`config.mk`:
```
export PLATFORM = sky130hd
export DESIGN_NAME = mbus_master_frame_builder
export DESIGN_NICKNAME = d
export VERILOG_FILES = /design/src/hw/rtl/mmfb_pkg.sv /design/src/hw/rtl/mbus_master_frame_builder.sv /design/src/hw/rtl/mmfb_front.sv /design/src/hw/rtl/mmfb_queue.sv /design/src/hw/rtl/mmfb_back.sv
export SDC_FILE = /design/constraint.sdc
export NUM_CORES = 1
export LEC_CHECK = 0
export BUFFER_PORTS_ARGS = -buffer_cell sky130_fd_sc_hd__buf_4
export CAP_MARGIN = 30
export CORE_ASPECT_RATIO = 1.5
export CORE_UTILIZATION = 34
export DETAILED_ROUTE_END_ITERATION = 10
export PLACE_DENSITY = 0.62
export REMOVE_ABC_BUFFERS = 1
export SYNTH_ARGS = -nofsm -noshare
export SYNTH_HDL_FRONTEND = slang
export SYNTH_SLANG_ARGS = --single-unit
```
`constraint.sdc`:
```
create_clock -name clk -period 6 [get_ports clk]
set_input_delay 1.2 -clock clk [delete_from_list [all_inputs] [get_ports clk]]
set_output_delay 1.2 -clock clk [all_outputs]
set_load 0.01 [all_outputs]
```
`src/hw/rtl/mmfb_pkg.sv`:
```
// types, codes and byte tables shared by the m-bus frame builder
`default_nettype none
package mmfb_pkg;

  // command codes
  localparam logic [1:0] OP_PING     = 2'd0;
  localparam logic [1:0] OP_REQ_UD2  = 2'd1;
  localparam logic [1:0] OP_SET_ADDR = 2'd2;
  localparam logic [1:0] OP_BAUD     = 2'd3;

  // status codes
  localparam logic [1:0] ST_OK       = 2'd0;
  localparam logic [1:0] ST_BAD_ADDR = 2'd1;
  localparam logic [1:0] ST_BAD_NEW  = 2'd2;
  localparam logic [1:0] ST_BAD_BAUD = 2'd3;

  // baud selection codes
  localparam logic [1:0] SEL_300  = 2'd0;
  localparam logic [1:0] SEL_2400 = 2'd1;
  localparam logic [1:0] SEL_9600 = 2'd2;
  localparam logic [1:0] SEL_BAD  = 2'd3;

  // frame kinds carried from front to back
  localparam logic [1:0] KIND_SHORT = 2'd0;
  localparam logic [1:0] KIND_SETA  = 2'd1;
  localparam logic [1:0] KIND_BAUD  = 2'd2;
  localparam logic [1:0] KIND_ERR   = 2'd3;

  // frame bytes
  localparam logic [7:0] B_START_SHORT = 8'h10;
  localparam logic [7:0] B_START_LONG  = 8'h68;
  localparam logic [7:0] B_STOP        = 8'h16;
  localparam logic [7:0] C_SND_NKE     = 8'h40;
  localparam logic [7:0] C_REQ_UD2     = 8'h5B;
  localparam logic [7:0] C_SND_UD      = 8'h53;
  localparam logic [7:0] CI_SET_ADDR   = 8'h51;
  localparam logic [7:0] DIF_SET_ADDR  = 8'h01;
  localparam logic [7:0] VIF_SET_ADDR  = 8'h7A;
  localparam logic [7:0] L_SET_ADDR    = 8'h06;
  localparam logic [7:0] L_BAUD        = 8'h03;
  localparam logic [7:0] CI_BAUD_300   = 8'hB8;
  localparam logic [7:0] CI_BAUD_2400  = 8'hBB;
  localparam logic [7:0] CI_BAUD_9600  = 8'hBD;
  localparam logic [7:0] MAX_PRIMARY   = 8'd250;

  typedef struct packed {
    logic [1:0] opcode;
    logic [7:0] address;
    logic [7:0] target_addr;
    logic [1:0] baud_select;
  } in_t;

  typedef struct packed {
    logic [7:0] frame_byte;
    logic       last_byte;
    logic [1:0] status;
  } out_t;

  // classified command handed to the byte sequencer
  typedef struct packed {
    logic [1:0] kind;
    logic [1:0] status;
    logic [7:0] ctrl;
    logic [7:0] addr;
    logic [7:0] data;
    logic [7:0] cs;
  } desc_t;

  // byte number idx of the frame described by d
  function automatic out_t frame_byte_at(desc_t d, logic [3:0] idx);
    out_t o;
    o = '{frame_byte: 8'h00, last_byte: 1'b0, status: ST_OK};
    case (d.kind)
      KIND_SHORT: begin
        case (idx)
          4'd0:    o.frame_byte = B_START_SHORT;
          4'd1:    o.frame_byte = d.ctrl;
          4'd2:    o.frame_byte = d.addr;
          4'd3:    o.frame_byte = d.cs;
          default: begin
            o.frame_byte = B_STOP;
            o.last_byte  = 1'b1;
          end
        endcase
      end
      KIND_SETA: begin
        case (idx)
          4'd0, 4'd3: o.frame_byte = B_START_LONG;
          4'd1, 4'd2: o.frame_byte = L_SET_ADDR;
          4'd4:       o.frame_byte = C_SND_UD;
          4'd5:       o.frame_byte = d.addr;
          4'd6:       o.frame_byte = CI_SET_ADDR;
          4'd7:       o.frame_byte = DIF_SET_ADDR;
          4'd8:       o.frame_byte = VIF_SET_ADDR;
          4'd9:       o.frame_byte = d.data;
          4'd10:      o.frame_byte = d.cs;
          default: begin
            o.frame_byte = B_STOP;
            o.last_byte  = 1'b1;
          end
        endcase
      end
      KIND_BAUD: begin
        case (idx)
          4'd0, 4'd3: o.frame_byte = B_START_LONG;
          4'd1, 4'd2: o.frame_byte = L_BAUD;
          4'd4:       o.frame_byte = C_SND_UD;
          4'd5:       o.frame_byte = d.addr;
          4'd6:       o.frame_byte = d.data;
          4'd7:       o.frame_byte = d.cs;
          default: begin
            o.frame_byte = B_STOP;
            o.last_byte  = 1'b1;
          end
        endcase
      end
      default: begin
        o.last_byte = 1'b1;
        o.status    = d.status;
      end
    endcase
    return o;
  endfunction

endpackage
`default_nettype wire

```
`src/hw/rtl/mbus_master_frame_builder.sv`:
```
// top level of the m-bus master frame builder
`default_nettype none
// Takes one command per request (ping, data request, set address, baud
// switch) and delivers its frame as a stream of bytes, one per request on
// the result side, with last_byte set on the final byte. A rejected command
// gives a single result with frame_byte 0, last_byte 1 and the status code.
// The command is classified and its checksum formed on entry, then held in a
// two-entry queue; a byte sequencer emits one byte per cycle into an output
// register unless the result side holds it back. A frame is 5 bytes (short
// frame), 12 (set address), 9 (baud switch) or 1 (rejected); a new command
// is taken each cycle while the queue has room, and frames follow each
// other with no gap.
module mbus_master_frame_builder
  import mmfb_pkg::*;
(
  input  wire logic clk,
  input  wire logic rst_n,
  input  wire logic in_push,
  output logic      in_full,
  input  in_t       in_data,
  output logic      out_empty,
  input  wire logic out_pop,
  output out_t      out_data
);

  desc_t front_desc;
  desc_t q_data;
  logic  q_full;
  logic  q_empty;
  logic  q_pop;
  logic  q_push;

  assign in_full = q_full;
  assign q_push  = in_push && !q_full;

  // command classifier
  mmfb_front u_front (
    .cmd  (in_data),
    .desc (front_desc)
  );

  // descriptor queue
  mmfb_queue u_queue (
    .clk     (clk),
    .rst_n   (rst_n),
    .wr_en   (q_push),
    .wr_data (front_desc),
    .full    (q_full),
    .rd_en   (q_pop),
    .empty   (q_empty),
    .rd_data (q_data)
  );

  // byte sequencer and output register
  mmfb_back u_back (
    .clk       (clk),
    .rst_n     (rst_n),
    .q_empty   (q_empty),
    .q_data    (q_data),
    .q_pop     (q_pop),
    .out_empty (out_empty),
    .out_pop   (out_pop),
    .out_data  (out_data)
  );

endmodule
`default_nettype wire

```
`src/hw/rtl/mmfb_front.sv`:
```
// command classifier: range checks, control and ci bytes, checksum
`default_nettype none
module mmfb_front
  import mmfb_pkg::*;
(
  input  in_t   cmd,
  output desc_t desc
);

  logic       addr_bad;
  logic [7:0] baud_ci;

  assign addr_bad = (cmd.address > MAX_PRIMARY);

  // baud code lookup
  always_comb begin
    case (cmd.baud_select)
      SEL_300:  baud_ci = CI_BAUD_300;
      SEL_2400: baud_ci = CI_BAUD_2400;
      default:  baud_ci = CI_BAUD_9600;
    endcase
  end

  // classify and precompute the checksum
  always_comb begin
    desc        = '0;
    desc.addr   = cmd.address;
    desc.status = ST_OK;
    unique case (cmd.opcode)
      OP_PING: begin
        desc.kind = KIND_SHORT;
        desc.ctrl = C_SND_NKE;
        desc.cs   = C_SND_NKE + cmd.address;
      end
      OP_REQ_UD2: begin
        desc.kind = KIND_SHORT;
        desc.ctrl = C_REQ_UD2;
        desc.cs   = C_REQ_UD2 + cmd.address;
        if (addr_bad) begin
          desc.kind   = KIND_ERR;
          desc.status = ST_BAD_ADDR;
        end
      end
      OP_SET_ADDR: begin
        desc.kind = KIND_SETA;
        desc.data = cmd.target_addr;
        desc.cs   = C_SND_UD + cmd.address + CI_SET_ADDR + DIF_SET_ADDR
                    + VIF_SET_ADDR + cmd.target_addr;
        if (addr_bad) begin
          desc.kind   = KIND_ERR;
          desc.status = ST_BAD_ADDR;
        end else if (cmd.target_addr > MAX_PRIMARY) begin
          desc.kind   = KIND_ERR;
          desc.status = ST_BAD_NEW;
        end
      end
      default: begin
        desc.kind = KIND_BAUD;
        desc.data = baud_ci;
        desc.cs   = C_SND_UD + cmd.address + baud_ci;
        if (addr_bad) begin
          desc.kind   = KIND_ERR;
          desc.status = ST_BAD_ADDR;
        end else if (cmd.baud_select == SEL_BAD) begin
          desc.kind   = KIND_ERR;
          desc.status = ST_BAD_BAUD;
        end
      end
    endcase
  end

endmodule
`default_nettype wire

```
`src/hw/rtl/mmfb_queue.sv`:
```
// two-entry descriptor queue between classifier and sequencer
`default_nettype none
module mmfb_queue
  import mmfb_pkg::*;
(
  input  logic  clk,
  input  logic  rst_n,
  input  logic  wr_en,
  input  desc_t wr_data,
  output logic  full,
  input  logic  rd_en,
  output logic  empty,
  output desc_t rd_data
);

  desc_t      mem_r [2];
  logic       wr_ptr_r;
  logic       rd_ptr_r;
  logic [1:0] count_r;
  logic [1:0] count_nxt;

  assign full    = (count_r == 2'd2);
  assign empty   = (count_r == 2'd0);
  assign rd_data = mem_r[rd_ptr_r];

  // occupancy
  always_comb begin
    count_nxt = count_r;
    if (wr_en && !rd_en) begin
      count_nxt = count_r + 2'd1;
    end else if (!wr_en && rd_en) begin
      count_nxt = count_r - 2'd1;
    end
  end

  // storage
  always_ff @(posedge clk) begin
    if (wr_en) begin
      mem_r[wr_ptr_r] <= wr_data;
    end
  end

  // pointers
  always_ff @(posedge clk) begin
    if (!rst_n) begin
      wr_ptr_r <= 1'b0;
      rd_ptr_r <= 1'b0;
      count_r  <= 2'd0;
    end else begin
      if (wr_en) begin
        wr_ptr_r <= ~wr_ptr_r;
      end
      if (rd_en) begin
        rd_ptr_r <= ~rd_ptr_r;
      end
      count_r <= count_nxt;
    end
  end

endmodule
`default_nettype wire

```
`src/hw/rtl/mmfb_back.sv`:
```
// byte sequencer: walks a descriptor a byte per cycle, if not stalled, to out_r
`default_nettype none
module mmfb_back
  import mmfb_pkg::*;
(
  input  logic  clk,
  input  logic  rst_n,
  input  logic  q_empty,
  input  desc_t q_data,
  output logic  q_pop,
  output logic  out_empty,
  input  logic  out_pop,
  output out_t  out_data
);

  desc_t      cur_r;
  logic       cur_valid_r;
  logic [3:0] idx_r;
  logic       out_valid_r;
  out_t       out_r;
  out_t       byte_nxt;
  logic       advance;
  logic       cur_done;

  assign byte_nxt  = frame_byte_at(cur_r, idx_r);
  assign advance   = cur_valid_r && (!out_valid_r || out_pop);
  assign cur_done  = advance && byte_nxt.last_byte;
  // load a new descriptor when idle or as the current frame ends
  assign q_pop     = !q_empty && (!cur_valid_r || cur_done);
  assign out_empty = !out_valid_r;
  assign out_data  = out_r;

  // descriptor register
  always_ff @(posedge clk) begin
    if (q_pop) begin
      cur_r <= q_data;
    end
  end

  // sequencer control
  always_ff @(posedge clk) begin
    if (!rst_n) begin
      cur_valid_r <= 1'b0;
      idx_r       <= 4'd0;
    end else if (q_pop) begin
      cur_valid_r <= 1'b1;
      idx_r       <= 4'd0;
    end else if (cur_done) begin
      cur_valid_r <= 1'b0;
      idx_r       <= 4'd0;
    end else if (advance) begin
      idx_r <= idx_r + 4'd1;
    end
  end

  // output register
  always_ff @(posedge clk) begin
    if (advance) begin
      out_r <= byte_nxt;
    end
  end

  always_ff @(posedge clk) begin
    if (!rst_n) begin
      out_valid_r <= 1'b0;
    end else if (advance) begin
      out_valid_r <= 1'b1;
    end else if (out_pop) begin
      out_valid_r <= 1'b0;
    end
  end

endmodule
`default_nettype wire

```
==> results.toml <==
[cts]
cts_buffers = 9
post_cts_buffers = 0
cts.htree.levels = 3
clock-root-buffer = "clkbuf_16"
cts_hold_buf = 0
clkLatencyLatePin_ps = 350
cts_tree = "yes"
cts.clk_slew.worst_paths_ps = 80
ctsLongestPathBuffers = 2
cts_resized = 0
numClockSinks = 111

[detailed_routing]
drt-met1-wl_um = 4700
dr_total_vias = 3811
wl_per_cell_um = 15.8
routed_wl_um = 11600
top_layer = "met4"
drc = 0
wl_met2_um = 6290
vias_per_cell = 5.21
drt-pass1-iter-count = 4
route.met3.wl_um = 281
drt_iter0_markers = 132
ant_nets = 0

[yosys]
synth_cell_types = 66
yosysTopAreaCell = "edfxtp_1"
synthMostInstantiatedCell = "edfxtp_1"
synth_top_area_share_pct = 51.2
synth-edff-count = 101
syn_area_um2 = 5920
async_flop_share_pct = 0
synth_ff_type = "edfxtp_1"
seq_area_frac_synth_pct = 54.6
post_synth.cell_area_avg_um2 = 12.0
synth_commonest_cells = "edfxtp_1 (101), nor2_1 (37), mux2_2 (32)"
synthTopCellsByArea = "edfxtp_1 (51%), mux2_2 (6.1%), ha_1 (5.1%)"
ys_seq_elements = 111
synthCells = 494
ys_warn_count = 0

[final_layout]
area.growth.synth_to_final_pct = 12.8
nets = 567
n_antenna_cell = 0
final_cells = 732
layout-drive-gt1-share_pct = 20.3

[floorplan]
die_area_um2 = 18000
die_w_um = 110
die_h_um = 164
core_um2 = 16900
ios = 37
num_rows = 58
start_util_pct = 35.0

[grt]
grt_pass1_vias = 3878
grt_max_degree = 33
grt_overflow = 0
grt_pass1_wl_um = 19100
grt.total_usage_pct = 13.8
antenna_found_initial = 0

[placed_design]
io_buffers = 36
place_congestion = 0.935
place_inst = 716
place_ws_ps = 2010
hpwl_um = 8530

[sta]
slew_violations = 0
max_clock_freq_mhz = 273
final.setup.tns_ps = 0
fin_crit_sh_pct = 61.1
tightestPinTransition_ps = 992
min_period_ps = 3670
hold_viol = 0
layout_setup_ws_ps = 2330
setup_viol = 0
grt_setup_unrepaired = "no"
clock_skew_ps = 10.1
max-slew-margin-rel_pct = 33.8
hold_ws_ps = 483

[setup_path]
crit_fanout = 6
startpoint = "in_data[10]"
slowest_stage = "a221o_1"
cp.buffers_inverters = 4
endpoint_kind = "flip-flop"
max_stage_delay_ps = 350
cp-endpoint = "u_queue.mem_r[1][6]"
r2r-start = "u_back.idx_r[0]"
start_kind = "input pin"
worstPathRequired_ps = 6090
reg2reg_slack_ps = 2910
r2r-end = "u_queue.count_r[1]"
cp_cell_sequence = "buf_4 -> inv_1 -> ha_1 -> xnor2_1 -> inv_1 -> ha_1 -> inv_1 -> ha_1 -> a21o_1 -> a21oi_1 -> o21bai_1 -> a21oi_1 -> xnor2_1 -> a221o_1"
r2r_cells = 10
cp_top_family = "compound AO/OA/AOI/OAI gates"
crit_type = "input pin to flip-flop"
crit_cells = 14
worstPathArrival_ps = 3750

[power_and_ir_drop]
p_leak_nw = 2.39
vdd_drop_max_uv = 147
power_mw = 2.57
powerDensity_nw_per_um2 = 385

[outcome]
status = "finished clean"

[worst_hold_path]
hold_path.class = "flip-flop to flip-flop"

[flow_run]
max-cap-violations = 0
-- per-layer routing --
metal / vias up / global-route usage, %
met2: 79 / 25.8
met3: 18 / 1.92
met1: 1827 / 14.8
met5: - / 0
met4: 0 / 7.09
li1: 1887 / -
-- kinds of logic after synthesis --
group / count (synthesis) / share of synthesized area, %
mux: 37 / 7.14
compound gates: 119 / 14.5
buf+inv: 58 / 3.97
simple gates: 116 / 9.43
xor+xnor: 27 / 4.56
fa+ha+maj: 26 / 5.75
flops: 111 / 54.6
-- registers in the layout, summed over array words and instances, names as in the netlist --
| signal | count |
|---|---|
| u_queue.wr_ptr_r | 1 |
| u_queue.rd_ptr_r | 1 |
| u_back.out_data | 11 |
| u_back.out_valid_r | 1 |
| u_back.cur_r | 30 |
| u_queue.mem_r | 60 |
| u_queue.count_r | 2 |
| u_back.idx_r | 4 |
| u_back.cur_valid_r | 1 |
-- tightest hold or removal path: stages (launching register included) --
cell      delay [ps]
dfxtp_1          330
inv_1             50
a21boi_0          60
-- final cells by class --
type,instances,area (um2)
inverters,31,116
fillers,1585,10200
clock inverters,6,92.6
multi-input cells,325,2450
clock buffers,10,229
repair buffers,39,293
flip-flops and latches,111,3230
well taps,210,263
-- how the worst min path moves through the flow --
stage / startpoint / depth (start not counted) / to / slack [ps]
after CTS: u_back.cur_valid_r / 2 / u_back.out_valid_r / 490
after global routing: u_back.cur_valid_r / 2 / u_back.out_valid_r / 520
after floorplan: u_back.cur_valid_r / 2 / u_back.out_valid_r / 460
final: u_back.cur_valid_r / 2 / u_back.out_valid_r / 480
after detailed placement: u_back.cur_valid_r / 2 / u_back.out_valid_r / 480
after global placement: u_back.cur_valid_r / 2 / u_back.out_valid_r / 470
-- through the flow --
step / area, um2 / util [%]
finish: 6680 / 39.5
global route: 6680 / 39.5
CTS: 6680 / 39.5
detailed placement: 6360 / 37.6
global placement: 6360 / 37.6
floorplan: 5800 / -
-- cell usage in the layout, fill, tap and decap left out, types with 6 or more instances in the layout --
master,count
o22ai_1,6
o21ai_0,18
dfxtp_1,10
buf_4,39
and2_1,6
xnor2_1,16
xor2_1,8
a21oi_1,25
clkbuf_16,9
ha_1,24
nor2_1,36
edfxtp_1,101
nand3_1,7
nand2b_1,7
mux2_2,32
nand2_1,29
a22oi_1,12
inv_1,30
-- power by group --
group	switching, mW	internal (mW)	total [mW]	leakage [nW]
clock network	0.268	0.368	0.636	0.149
logic	0.420	0.307	0.727	1.20
registers	0.0936	1.12	1.21	1.04
total	0.781	1.79	2.57	2.39
Note: power is estimated with default switching activity, not from simulation.
